## src/ffsa_pkg.sv

```systemverilog
// -----------------------------------------------------------------------------
// ffsa_pkg: shared definitions for the first-fit slot allocator
// Fixed field widths, command and half codes, and the sequencer state type.
// -----------------------------------------------------------------------------
package ffsa_pkg;

   // Fixed widths of the item fields.
   localparam int LINK_SET_W = 36;
   localparam int COUNT_W    = 4;
   localparam int START_W    = 4;

   // Command codes.
   localparam logic CMD_ALLOCATE = 1'b0;
   localparam logic CMD_RELEASE  = 1'b1;

   // Spectrum half codes.
   localparam logic HALF_LOWER = 1'b0;
   localparam logic HALF_UPPER = 1'b1;

   // Sequencer states.
   typedef enum logic [2:0] {
      ST_IDLE,
      ST_GATHER,
      ST_SCAN,
      ST_UPDATE,
      ST_DONE
   } ffsa_state_type;

endpackage

```

## src/ffsa_channels.sv

```systemverilog
// -----------------------------------------------------------------------------
// ffsa_channels: request and response channels of the slot allocator
// Valid/ready channels; an item moves on an edge where both are high.
// -----------------------------------------------------------------------------
interface ffsa_req_if;
   logic                             valid;
   logic                             ready;
   logic                             command;
   logic [ffsa_pkg::LINK_SET_W-1:0]  link_set;
   logic                             half_select;
   logic [ffsa_pkg::COUNT_W-1:0]     slot_count;
   logic [ffsa_pkg::START_W-1:0]     release_start;

   modport source (
      output valid, command, link_set, half_select, slot_count, release_start,
      input  ready
   );
   modport sink (
      input  valid, command, link_set, half_select, slot_count, release_start,
      output ready
   );
endinterface

interface ffsa_rsp_if;
   logic                          valid;
   logic                          ready;
   logic                          found;
   logic [ffsa_pkg::START_W-1:0]  start_slot;

   modport source (
      output valid, found, start_slot,
      input  ready
   );
   modport sink (
      input  valid, found, start_slot,
      output ready
   );
endinterface

```

## src/ffsa_ram.sv

```systemverilog
// -----------------------------------------------------------------------------
// ffsa_ram: generic simple dual-port RAM
// One write port and one read port; the read data is registered.
// -----------------------------------------------------------------------------
module ffsa_ram #(
   parameter int WIDTH = 16,
   parameter int DEPTH = 36
) (
   input  logic                     clock,
   input  logic                     wr_en,
   input  logic [$clog2(DEPTH)-1:0] wr_addr,
   input  logic [WIDTH-1:0]         wr_data,
   input  logic [$clog2(DEPTH)-1:0] rd_addr,
   output logic [WIDTH-1:0]         rd_data
);

   logic [WIDTH-1:0] mem_ff [DEPTH];
   logic [WIDTH-1:0] rd_data_ff;

   // Write port and registered read port.
   always_ff @(posedge clock) begin
      if (wr_en) begin
         mem_ff[wr_addr] <= wr_data;
      end
      rd_data_ff <= mem_ff[rd_addr];
   end

   assign rd_data = rd_data_ff;

endmodule

```

## src/first_fit_slot_allocator.sv

```systemverilog
// -----------------------------------------------------------------------------
// first_fit_slot_allocator: first-fit spectrum slot allocation over links
// An allocate makes a gather pass over the link rows, a scan of start
// slots and an update pass; one with no free window skips the update pass,
// one with an unfitting count goes straight to the result; a release makes
// only the update pass. Each pass is set by the single RAM read port that
// visits each link row once per pass.
// One item at a time; the next item is taken while a result waits.
// Reset (synchronous) clears per-row valid bits, so every slot reads free.
// -----------------------------------------------------------------------------
module first_fit_slot_allocator #(
   parameter int NODES     = 6,
   parameter int NUM_SLOTS = 16
) (
   input  logic          clock,
   input  logic          reset,
   ffsa_req_if.sink      req,
   ffsa_rsp_if.source    rsp
);

   localparam int NUM_LINKS  = NODES * NODES;
   localparam int HALF_SLOTS = NUM_SLOTS / 2;
   localparam int IDX_W      = $clog2(NUM_LINKS);
   localparam int LCNT_W     = $clog2(NUM_LINKS + 1);
   localparam int SIDX_W     = (NUM_SLOTS > 2) ? $clog2(NUM_SLOTS) : 1;
   localparam int SUM_W      = $clog2(NUM_SLOTS + 16);

   // Sequencer and datapath registers.
   ffsa_pkg::ffsa_state_type state_ff, state_in;
   logic [LCNT_W-1:0]        lnk_ff, lnk_in;
   logic                     pend_ff, pend_in;
   logic                     pend_named_ff, pend_named_in;
   logic                     pend_valid_ff, pend_valid_in;
   logic [IDX_W-1:0]         pend_link_ff, pend_link_in;
   logic [NUM_LINKS-1:0]     row_valid_ff, row_valid_in;
   logic [NUM_LINKS-1:0]     named_ff, named_in;
   logic                     cmd_ff, cmd_in;
   logic                     half_ff, half_in;
   logic [ffsa_pkg::COUNT_W-1:0] count_ff, count_in;
   logic [NUM_SLOTS-1:0]     occ_ff, occ_in;
   logic [NUM_SLOTS-1:0]     mask_ff, mask_in;
   logic [SIDX_W-1:0]        scan_ff, scan_in;
   logic                     found_ff, found_in;
   logic [SIDX_W-1:0]        begin_ff, begin_in;
   logic                     rsp_valid_ff, rsp_valid_in;
   logic                     rsp_found_ff, rsp_found_in;
   logic [ffsa_pkg::START_W-1:0] rsp_start_ff, rsp_start_in;

   // Combinational control.
   logic                     accept;
   logic                     issuing;
   logic                     pass_end;
   logic                     out_free;
   logic [IDX_W-1:0]         rd_addr;
   logic [NUM_SLOTS-1:0]     rd_data;
   logic [NUM_SLOTS-1:0]     row_q;
   logic                     wr_en;
   logic [NUM_SLOTS-1:0]     wr_data;
   logic [NUM_LINKS-1:0]     req_named;
   logic [SUM_W-1:0]         win_start;
   logic [ffsa_pkg::COUNT_W-1:0] win_count;
   logic [NUM_SLOTS-1:0]     win_mask;
   logic [SUM_W-1:0]         span;
   logic                     count_ok;
   logic [SUM_W-1:0]         limit;
   logic                     window_free;
   logic                     scan_last;
   logic [SUM_W-1:0]         begin_wide;

   // Window of count slots from start, clipped to the row.
   function automatic logic [NUM_SLOTS-1:0] window_bits(
      input logic [SUM_W-1:0]             start,
      input logic [ffsa_pkg::COUNT_W-1:0] count
   );
      logic [NUM_SLOTS+15:0] ones;
      ones = ((NUM_SLOTS + 16)'(1) << count) - (NUM_SLOTS + 16)'(1);
      ones = ones << start;
      return ones[NUM_SLOTS-1:0];
   endfunction

   // Named links; link bits beyond the request field are never named.
   for (genvar k = 0; k < NUM_LINKS; k++) begin : g_named
      if (k < ffsa_pkg::LINK_SET_W) begin : g_in
         assign req_named[k] = req.link_set[k];
      end else begin : g_out
         assign req_named[k] = 1'b0;
      end
   end

   // Link row storage.
   ffsa_ram #(
      .WIDTH (NUM_SLOTS),
      .DEPTH (NUM_LINKS)
   ) u_map (
      .clock   (clock),
      .wr_en   (wr_en),
      .wr_addr (pend_link_ff),
      .wr_data (wr_data),
      .rd_addr (rd_addr),
      .rd_data (rd_data)
   );

   // Shared window unit: release window at accept, scan window otherwise.
   always_comb begin
      if (state_ff == ffsa_pkg::ST_IDLE) begin
         win_start = SUM_W'(req.release_start);
         win_count = req.slot_count;
      end else begin
         win_start = SUM_W'(scan_ff);
         win_count = count_ff;
      end
      win_mask = window_bits(win_start, win_count);
   end

   // Request checks and scan bounds.
   always_comb begin
      span        = (req.half_select == ffsa_pkg::HALF_UPPER) ?
                    SUM_W'(NUM_SLOTS - HALF_SLOTS) : SUM_W'(HALF_SLOTS);
      count_ok    = (req.slot_count != '0) && (SUM_W'(req.slot_count) <= span);
      limit       = (half_ff == ffsa_pkg::HALF_UPPER) ?
                    SUM_W'(NUM_SLOTS) : SUM_W'(HALF_SLOTS);
      window_free = ((occ_ff & win_mask) == '0);
      scan_last   = (SUM_W'(scan_ff) + SUM_W'(count_ff)) >= limit;
      begin_wide  = SUM_W'(begin_ff);
   end

   // Next state.
   always_comb begin
      state_in = state_ff;
      unique case (state_ff)
         ffsa_pkg::ST_IDLE: begin
            if (accept) begin
               if (req.command == ffsa_pkg::CMD_RELEASE) begin
                  state_in = ffsa_pkg::ST_UPDATE;
               end else if (count_ok) begin
                  state_in = ffsa_pkg::ST_GATHER;
               end else begin
                  state_in = ffsa_pkg::ST_DONE;
               end
            end
         end
         ffsa_pkg::ST_GATHER: begin
            if (pass_end) begin
               state_in = ffsa_pkg::ST_SCAN;
            end
         end
         ffsa_pkg::ST_SCAN: begin
            if (window_free) begin
               state_in = ffsa_pkg::ST_UPDATE;
            end else if (scan_last) begin
               state_in = ffsa_pkg::ST_DONE;
            end
         end
         ffsa_pkg::ST_UPDATE: begin
            if (pass_end) begin
               state_in = ffsa_pkg::ST_DONE;
            end
         end
         ffsa_pkg::ST_DONE: begin
            if (out_free) begin
               state_in = ffsa_pkg::ST_IDLE;
            end
         end
         default: state_in = ffsa_pkg::ST_IDLE;
      endcase
   end

   // Sequencer outputs: handshake and RAM port control.
   always_comb begin
      req.ready = (state_ff == ffsa_pkg::ST_IDLE);
      accept    = req.valid && req.ready;
      out_free  = !rsp_valid_ff || rsp.ready;
      pass_end  = (lnk_ff == LCNT_W'(NUM_LINKS));
      issuing   = ((state_ff == ffsa_pkg::ST_GATHER) ||
                   (state_ff == ffsa_pkg::ST_UPDATE)) && !pass_end;
      rd_addr   = issuing ? lnk_ff[IDX_W-1:0] : '0;
      row_q     = pend_valid_ff ? rd_data : '0;
      wr_en     = (state_ff == ffsa_pkg::ST_UPDATE) && pend_ff && pend_named_ff;
      if (cmd_ff == ffsa_pkg::CMD_RELEASE) begin
         wr_data = row_q & ~mask_ff;
      end else begin
         wr_data = row_q | mask_ff;
      end
   end

   // Datapath next values.
   always_comb begin
      lnk_in        = lnk_ff;
      pend_in       = issuing;
      pend_named_in = issuing ? named_ff[rd_addr] : 1'b0;
      pend_valid_in = issuing ? row_valid_ff[rd_addr] : 1'b0;
      pend_link_in  = rd_addr;
      row_valid_in  = row_valid_ff;
      named_in      = named_ff;
      cmd_in        = cmd_ff;
      half_in       = half_ff;
      count_in      = count_ff;
      occ_in        = occ_ff;
      mask_in       = mask_ff;
      scan_in       = scan_ff;
      found_in      = found_ff;
      begin_in      = begin_ff;
      rsp_valid_in  = rsp_valid_ff && !rsp.ready;
      rsp_found_in  = rsp_found_ff;
      rsp_start_in  = rsp_start_ff;

      if (issuing) begin
         lnk_in = lnk_ff + LCNT_W'(1);
      end

      // Mark a row valid once it has been written.
      if (wr_en) begin
         row_valid_in[pend_link_ff] = 1'b1;
      end

      unique case (state_ff)
         ffsa_pkg::ST_IDLE: begin
            if (accept) begin
               lnk_in   = '0;
               named_in = req_named;
               cmd_in   = req.command;
               half_in  = req.half_select;
               count_in = req.slot_count;
               occ_in   = '0;
               mask_in  = win_mask;
               scan_in  = (req.half_select == ffsa_pkg::HALF_UPPER) ?
                          SIDX_W'(HALF_SLOTS) : '0;
               found_in = (req.command == ffsa_pkg::CMD_RELEASE);
               begin_in = '0;
            end
         end
         ffsa_pkg::ST_GATHER: begin
            // OR the occupancy of each named link as its row arrives.
            if (pend_ff && pend_named_ff) begin
               occ_in = occ_ff | row_q;
            end
            if (pass_end) begin
               lnk_in = '0;
            end
         end
         ffsa_pkg::ST_SCAN: begin
            if (window_free) begin
               found_in = 1'b1;
               begin_in = scan_ff;
               mask_in  = win_mask;
            end else if (!scan_last) begin
               scan_in = scan_ff + SIDX_W'(1);
            end
         end
         ffsa_pkg::ST_UPDATE: begin
         end
         ffsa_pkg::ST_DONE: begin
            if (out_free) begin
               rsp_valid_in = 1'b1;
               rsp_found_in = found_ff;
               rsp_start_in = begin_wide[ffsa_pkg::START_W-1:0];
            end
         end
         default: begin
         end
      endcase
   end

   // Control registers.
   always_ff @(posedge clock) begin
      if (reset) begin
         state_ff     <= ffsa_pkg::ST_IDLE;
         lnk_ff       <= '0;
         pend_ff      <= 1'b0;
         row_valid_ff <= '0;
         rsp_valid_ff <= 1'b0;
      end else begin
         state_ff     <= state_in;
         lnk_ff       <= lnk_in;
         pend_ff      <= pend_in;
         row_valid_ff <= row_valid_in;
         rsp_valid_ff <= rsp_valid_in;
      end
   end

   // Payload registers.
   always_ff @(posedge clock) begin
      pend_named_ff <= pend_named_in;
      pend_valid_ff <= pend_valid_in;
      pend_link_ff  <= pend_link_in;
      named_ff      <= named_in;
      cmd_ff        <= cmd_in;
      half_ff       <= half_in;
      count_ff      <= count_in;
      occ_ff        <= occ_in;
      mask_ff       <= mask_in;
      scan_ff       <= scan_in;
      found_ff      <= found_in;
      begin_ff      <= begin_in;
      rsp_found_ff  <= rsp_found_in;
      rsp_start_ff  <= rsp_start_in;
   end

   assign rsp.valid      = rsp_valid_ff;
   assign rsp.found      = rsp_found_ff;
   assign rsp.start_slot = rsp_start_ff;

endmodule

```

## src/flat_wrapper.sv

```systemverilog
// flat-port wrapper written by rule: the top's interface ports become plain ports
module first_fit_slot_allocator_flat 
#(
   parameter int NODES     = 6,
   parameter int NUM_SLOTS = 16
)
  (clock, reset, req_valid, req_command, req_link_set, req_half_select, req_slot_count, req_release_start, req_ready, rsp_valid, rsp_found, rsp_start_slot, rsp_ready);
  ffsa_req_if req_i ();
  ffsa_rsp_if rsp_i ();
  input  logic clock;
  input  logic reset;
  input wire logic [$bits(req_i.valid)-1:0] req_valid;
  input wire logic [$bits(req_i.command)-1:0] req_command;
  input wire logic [$bits(req_i.link_set)-1:0] req_link_set;
  input wire logic [$bits(req_i.half_select)-1:0] req_half_select;
  input wire logic [$bits(req_i.slot_count)-1:0] req_slot_count;
  input wire logic [$bits(req_i.release_start)-1:0] req_release_start;
  output wire logic [$bits(req_i.ready)-1:0] req_ready;
  output wire logic [$bits(rsp_i.valid)-1:0] rsp_valid;
  output wire logic [$bits(rsp_i.found)-1:0] rsp_found;
  output wire logic [$bits(rsp_i.start_slot)-1:0] rsp_start_slot;
  input wire logic [$bits(rsp_i.ready)-1:0] rsp_ready;
  assign req_i.valid = req_valid;
  assign req_i.command = req_command;
  assign req_i.link_set = req_link_set;
  assign req_i.half_select = req_half_select;
  assign req_i.slot_count = req_slot_count;
  assign req_i.release_start = req_release_start;
  assign req_ready = req_i.ready;
  assign rsp_valid = rsp_i.valid;
  assign rsp_found = rsp_i.found;
  assign rsp_start_slot = rsp_i.start_slot;
  assign rsp_i.ready = rsp_ready;
  first_fit_slot_allocator #(.NODES(NODES), .NUM_SLOTS(NUM_SLOTS)) u_core (.clock(clock), .reset(reset), .req(req_i), .rsp(rsp_i));
endmodule
```

## config.mk

```make
export PLATFORM = sky130hd
export DESIGN_NAME = first_fit_slot_allocator_flat
export DESIGN_NICKNAME = d
export VERILOG_FILES = /design/src/ffsa_pkg.sv /design/src/ffsa_channels.sv /design/src/ffsa_ram.sv /design/src/first_fit_slot_allocator.sv /design/src/flat_wrapper.sv
export SDC_FILE = /design/constraint.sdc
export NUM_CORES = 1
export LEC_CHECK = 0
export BUFFER_PORTS_ARGS = -buffer_cell sky130_fd_sc_hd__buf_2
export CELL_PAD_IN_SITES_DETAIL_PLACEMENT = 1
export CELL_PAD_IN_SITES_GLOBAL_PLACEMENT = 1
export CORE_MARGIN = 4
export CORE_UTILIZATION = 56
export CTS_BUF_LIST = sky130_fd_sc_hd__clkbuf_8
export DETAILED_ROUTE_END_ITERATION = 12
export HOLD_SLACK_MARGIN = 0.03
export PLACE_DENSITY = 0.93
export SLEW_MARGIN = 20
export SYNTH_ARGS = -nofsm -noshare
export SYNTH_HDL_FRONTEND = slang
export SYNTH_SLANG_ARGS = --single-unit
```

## constraint.sdc

```tcl
create_clock -name clock -period 5.25 [get_ports clock]
set_input_delay 0.7875 -clock clock [delete_from_list [all_inputs] [get_ports clock]]
set_output_delay 0.7875 -clock clock [all_outputs]
set_load 0.01 [all_outputs]
```

==> Flow_metrics.wiki, run 1 <==
{| class="wikitable"
! Metric !! Value
|-
| Outcome || completed
|-
| Number of buffers on the longest clock path || 3
|-
| Share of synthesized registers carrying an async set or reset || 0
|-
| IO Pins || 57
|-
| Detailed Place HPWL || 55.90 mm
|-
| Clock power frac || 0.358
|-
| Most instantiated flip-flop cell in the synthesis netlist || edfxtp_1
|-
| RSZ-0062 raised after global routing || false
|-
| NumNets Final || 2085
|-
| Portion of total power attributed to sequential cells || 0.487
|-
| CTS sink count || 735
|-
| Pins over their slew limit || 0
|-
| Pre-antenna DRT Iters || 8
|-
| First-pass GRT wire length || 146.3 mm
|-
| Buffers inserted by post-CTS timing repair || 0
|-
| Buffers on Ports || 56
|-
| Hold buffers post-CTS || 0
|-
| Std cell rows || 85
|-
| Largest net degree at the start of global routing || 88
|-
| Final setup violation count || 0
|-
| Worst Max-Slew Pin Slew || 1.185 ns
|-
| GRT Residual Overflow || 0
|-
| Largest cells by area after synthesis || edfxtp_1 66%, mux4_2 12%, dfxtp_1 4.7%
|-
| Library cell with the highest instance count after synthesis || edfxtp_1
|-
| Ratio of total power to cell area || 415.4 mW/mm²
|-
| Root Buffer || clkbuf_8
|-
| Minimum clock period after layout || 4.755 ns
|-
| Design internal power || 10.06 mW
|-
| Average size of a mapped cell || 16.29 µm²
|-
| Max-cap violations || 0
|-
| Layout cell share with drive strength beyond 1 || 0.2535
|-
| Cell taking the most area after synthesis || edfxtp_1
|-
| Clock insertion delay at the later pin of the skew report || 0.74 ns
|-
| Number of buffers created by CTS || 112
|-
| Final wirelength || 109.0 mm
|-
| Leakage dissipation || 11.53 nW
|-
| Number of remaining DRC errors || 0
|-
| Die Y || 240.7 µm
|-
| Share of the yosys chip area belonging to registers || 0.7046
|-
| Final setup TNS || 0 ns
|-
| Total net switching power || 4.285 mW
|-
| Hold violation total from the final report || 0
|-
| H-tree levels || 3
|-
| Vias in the first global route || 20527
|-
| Combinational fraction of design power || 0.155
|-
| Final cycle utilization of the critical path || 0.9056
|-
| Avg WL per Cell || 38.68 µm
|-
| Total global-route track usage || 0.3518
|-
| Hold Worst Slack || 0.2277 ns
|-
| Core area || 0.05371 mm²
|-
| Die Area || 0.05792 mm²
|-
| HP Class || input port to flip-flop
|-
| First DRT Iteration DRCs || 3383
|-
| Number of enable-type register cells in the synthesized netlist || 664
|-
| Critical path data required time || 5.74 ns
|-
| Vias after detailed routing || 20286
|-
| Per-cell via count in the routed design || 7.201
|-
| Cell Area, Synth || 0.03032 mm²
|-
| Headroom to the max-slew limit || 0.2101
|-
| Yosys top cell area share || 0.6577
|-
| Final GP Congestion || 0.9083
|-
| Unique masters post-synth || 90
|-
| Area added between synthesis and finish || 13.88%
|-
| Switching power share of the total || 0.2988
|-
| Synth Register Bits || 735
|-
| Yosys warning total || 0
|-
| Commonest cells in the synthesized netlist || 664 x edfxtp_1, 196 x nand2_1, 166 x mux4_2, 163 x nor2_1, 90 x nand3_1
|-
| Resized Gates After CTS || 0
|-
| Fin Clk Skew || 0.04853 ns
|-
| Worst IR Drop VDD || 0.2587 mV
|-
| Class of the most critical setup path || flip-flop to flip-flop
|-
| Startpoint kind of the worst setup timing path || flip-flop
|-
| Initial cell density of the core || 0.5644
|-
| Post-Synthesis Net Count || 1923
|-
| TritonCTS clock tree || yes
|-
| Maximum clock rate || 210.3 MHz
|-
| CP Max Fanout || 72
|-
| Clock transition time at the flip-flop clock pins of the worst setup and hold paths || 0.08 ns
|-
| Critical Path AT || 5.24 ns
|-
| Die X || 240.7 µm
|-
| Count of nets left with antenna violations after detail routing || 0
|-
| Cell count after synthesis || 1861
|-
| Antenna violations before repair || 7
|-
| Sort of element at the end of the critical path || flip-flop
|}
==> final timing paths <==
| kind | start | endpoint | slack (ns) | cells past startpoint |
|---|---|---|---|---|
| hold / removal | req_link_set[9] | u_core.named_ff[9] | 0.23 | 1 |
| setup reg to reg | u_core.lnk_ff[4] | u_core.u_map.rd_data[6] | 0.50 | 12 |
| setup / recovery | u_core.lnk_ff[4] | u_core.u_map.rd_data[6] | 0.50 | 12 |
| hold reg to reg | u_core.begin_ff[3] | u_core.rsp.start_slot[3] | 0.46 | 0 |
==> logic make-up after synthesis <==
kind of cell,count (synthesis),synth area share
compound gates,175,0.04028
mux,208,0.1382
xor+xnor,10,0.002889
buf+inv,136,0.01952
flops,735,0.7046
fa+ha+maj,12,0.005200
simple gates,585,0.08927
==> through the flow <==
stage,instances,setup WS (ns),cell area [µm²],utilization,total power [mW]
final,2817,0.4954,34520,0.6428,14.34
after CTS,2804,0.6514,34270,0.6380,13.96
after detailed placement,2595,0.4295,32010,0.5961,9.058
after global routing,2817,0.3348,34520,0.6428,14.68
after floorplan,1861,0.6147,30320,-,8.195
after global placement,2595,0.4669,32010,0.5961,8.932
==> flip-flops by register name (all words and copies together) (netlist names) <==
register / cells
u_core.pend_link_ff: 6
u_core.row_valid_ff: 36
u_core.begin_ff: 4
u_core.occ_ff: 16
u_core.pend_named_ff: 1
u_core.lnk_ff: 6
u_core.pend_valid_ff: 1
u_core.named_ff: 36
u_core.u_map.mem_ff: 576
u_core.found_ff: 1
u_core.state_ff: 3
u_core.mask_ff: 16
u_core.rsp.found: 1
u_core.cmd_ff: 1
u_core.pend_ff: 1
u_core.rsp.valid: 1
u_core.u_map.rd_data: 16
u_core.rsp.start_slot: 4
u_core.count_ff: 4
u_core.half_ff: 1
u_core.scan_ff: 4
==> per-layer routing <==
layer	routed length, µm	global-route usage	vias to the layer above	part of all wire
met5	41	0	-	0.00038
met4	7846	0.1759	6	0.072
met3	12380	0.06971	511	0.11
met2	52360	0.5823	2041	0.48
met1	36330	0.4519	10103	0.33
li1	-	-	7625	-
==> power by group through the flow <==
stage	logic [mW]	registers [mW]	clock network, mW
after global routing	2.30	6.99	5.38
after detailed placement	1.97	7.09	0
after global placement	1.86	7.07	0
final	2.22	6.99	5.13
after floorplan	1.17	7.03	0
after CTS	2.04	6.98	4.94
==> cells in the final DEF (no fill, tap or decap), drive strengths merged, types with 4 or more instances in the layout <==
master and n:
o21ai 32, ha 11, nand2 197, a31oi 21, nor3 18, buf 161
and2 12, or2 7, edfxtp 664, xor2 7, nor2b 14, nand4 8
nor4 6, nand3b 8, a21oi 40, and3 26, or3 6, dfxtp 71
clkinv 31, nand3 91, mux2i 36, nor2 164, inv 66, o31ai 8
a22oi 4, mux2 6, o211ai 12, a211o 4, or3b 5, o21bai 5
bufinv 5, mux4 166, nor4b 7, clkbuf 129, nand2b 10
==> layout make-up <==
| cell class | count | area, µm² |
|---|---|---|
| sequential | 735 | 21360 |
| antenna | 3 | 7.507 |
| clock buffer | 129 | 1775 |
| fill | 4601 | 19180 |
| tap | 696 | 870.8 |
| inverter | 23 | 98.84 |
| timing repair buffer | 161 | 1344 |
| multi-input combinational | 990 | 8589 |
| clock inverter | 80 | 476.7 |
==> worst max-delay path: stages, from the launching register on <==
cell and delay, ns:
dfxtp_1 0.75, nor2_1 0.16, nand4_1 0.22, nand2_1 0.24
clkinv_1 0.33, ha_4 0.39, buf_12 0.49, mux4_2 0.60
nand2_1 0.14, nand3_1 0.11, and3_1 0.26, a31oi_1 0.37
o21ai_0 0.28
Power figures use the tool's default switching activity.
==> run 2: changes to the inputs <==
- CORE_MARGIN: 4 -> 5
==> Flow_metrics.wiki, run 2 (synthesized netlist as in run 1, its figures left out) <==
{| class="wikitable"
! Metric !! Value
|-
| Number of flip-flops in the largest register || 576
|-
| Die Y || 242.7 µm
|-
| Max-cap violations || 0
|-
| Number of buffers created by CTS || 113
|-
| Headroom to the max-slew limit || 0.2289
|-
| Largest register by flop count || u_core.u_map.mem_ff
|-
| Die X || 242.7 µm
|-
| Met3 wire len || 11.01 mm
|-
| Buffers on Ports || 56
|-
| Number of remaining DRC errors || 0
|-
| Commonest cells after routing, fill and taps aside || 664 x edfxtp_1, 195 x nand2_1, 166 x mux4_2, 162 x nor2_1, 119 x clkbuf_8
|-
| Total global-route track usage || 0.3277
|-
| Per-cell via count in the routed design || 7.192
|-
| First DRT Iteration DRCs || 3052
|-
| CTS sink count || 735
|-
| Die Area || 0.05889 mm²
|-
| Buffers inserted by post-CTS timing repair || 0
|-
| Ratio of total power to cell area || 405.5 mW/mm²
|-
| Leakage dissipation || 11.45 nW
|-
| Final setup TNS || 0 ns
|-
| Antenna violations before repair || 7
|-
| Count of nets left with antenna violations after detail routing || 0
|-
| Switching power share of the total || 0.2992
|-
| HP Class || input port to flip-flop
|-
| Final cycle utilization of the critical path || 0.9307
|-
| Pins over their slew limit || 0
|-
| TritonCTS clock tree || yes
|-
| Avg WL per Cell || 37.87 µm
|-
| Final setup violation count || 0
|-
| Final wirelength || 106.4 mm
|-
| Clock insertion delay at the later pin of the skew report || 0.78 ns
|-
| Minimum clock period after layout || 4.886 ns
|-
| Root Buffer || clkbuf_8
|-
| Largest net degree at the start of global routing || 71
|-
| Critical path data required time || 5.67 ns
|-
| Hold buffers post-CTS || 0
|-
| Resized Gates After CTS || 0
|-
| Clock transition time at the flip-flop clock pins of the worst setup and hold paths || 0.07 ns
|-
| IO Pins || 57
|-
| H-tree levels || 3
|-
| Layout cell share with drive strength beyond 1 || 0.2456
|-
| Fin Clk Skew || 0.07688 ns
|-
| Final GP Congestion || 0.8849
|-
| Top Registers || u_core.u_map.mem_ff x576, u_core.named_ff x36, u_core.row_valid_ff x36
|-
| Worst R2R Setup Slack || 0.36 ns
|-
| Portion of total power attributed to sequential cells || 0.501
|-
| Class of the most critical setup path || flip-flop to flip-flop
|-
| Area added between synthesis and finish || 13.55%
|-
| Detailed Place HPWL || 56.29 mm
|-
| Critical Path AT || 5.30 ns
|-
| Sum of met2 wire segment lengths after detailed routing || 52.09 mm
|-
| Post-route core utilization || 0.6409
|-
| CP Max Fanout || 21
|-
| Number of buffers on the longest clock path || 3
|-
| Pre-antenna DRT Iters || 6
|-
| Std cell rows || 85
|-
| Worst IR Drop VDD || 0.3318 mV
|-
| RSZ-0062 raised after global routing || false
|-
| Initial cell density of the core || 0.5644
|-
| Hold violation total from the final report || 0
|-
| Maximum clock rate || 204.7 MHz
|-
| First-pass GRT wire length || 142.7 mm
|-
| Vias after detailed routing || 20202
|-
| Vias in the first global route || 20215
|-
| Routed met1 length || 36.46 mm
|-
| Startpoint kind of the worst setup timing path || flip-flop
|-
| Outcome || completed
|-
| GRT Residual Overflow || 0
|-
| Clock power frac || 0.346
|-
| Design internal power || 9.782 mW
|-
| Sort of element at the end of the critical path || flip-flop
|-
| Total net switching power || 4.177 mW
|-
| Worst Max-Slew Pin Slew || 1.154 ns
|-
| Core area || 0.05371 mm²
|-
| Combinational fraction of design power || 0.154
|-
| NumNets Final || 2080
|-
| Highest routed metal layer || met5
|-
| Commonest non-fill, non-tap cell in the layout || edfxtp_1
|}
-- run 2: power groups by stage --
| stage | Sequential (mW) | Clock [mW] | Combinational, mW |
|---|---|---|---|
| 6_report | 6.99 | 4.82 | 2.14 |
| 5_1_grt | 6.99 | 5.14 | 2.21 |
| 4_1_cts | 6.99 | 4.69 | 1.95 |
| 3_5_place_dp | 7.10 | 0 | 1.90 |
| 3_3_place_gp | 7.08 | 0 | 1.79 |
| 2_1_floorplan | 7.03 | 0 | 1.17 |
-- run 2: stage by stage --
step | hold WS [ns] | setup WS [ns] | instance area (µm²) | instances | power, mW
6_report | 0.2032 | 0.3637 | 34420 | 2809 | 13.96
5_1_grt | 0.1904 | 0.1168 | 34410 | 2806 | 14.35
4_1_cts | 0.1866 | 0.4281 | 34150 | 2794 | 13.63
3_5_place_dp | 0.4257 | 0.2624 | 32030 | 2588 | 9.002
3_3_place_gp | 0.4251 | 0.2910 | 31970 | 2586 | 8.872
2_1_floorplan | 0.4003 | 0.6147 | 30320 | 1861 | 8.195
-- run 2: critical path, stage by stage (launching register included) --
cell and delay (ns):
dfxtp_1 0.40, or3_4 0.53, inv_12 0.08, mux2i_2 0.32, ha_1 0.60, nor4bb_1 0.30, o21bai_1 0.19, a21oi_1 0.22
or2_1 0.14, o21bai_1 0.10, a221o_1 0.38, a2111oi_2 0.46, o311a_1 0.28, nand4_1 0.16, nand2_1 0.22, buf_12 0.20
-- run 2: cell type report --
class	instances	area [µm²]
antenna	4	10.01
sequential	735	21360
timing repair buffer	155	1363
fill	4607	19290
inverter	23	98.84
clock inverter	87	490.5
multi-input combinational	990	8589
tap	696	870.8
clock buffer	119	1638
-- run 2: worst paths after layout --
check / from / endpoint / cells past startpoint
worst max-delay path: u_core.state_ff[2] / u_core.mask_ff[8] / 15
worst max register to register: u_core.state_ff[2] / u_core.mask_ff[8] / 15
worst min register to register: u_core.begin_ff[3] / u_core.rsp.start_slot[3] / 0
worst min-delay path: req_link_set[16] / u_core.named_ff[16] / 1
-- run 2: layer usage --
metal,up-vias,track usage
li1,7603,-
met1,10286,0.4228
met2,1921,0.5462
met3,390,0.06018
met4,2,0.1562
met5,-,0
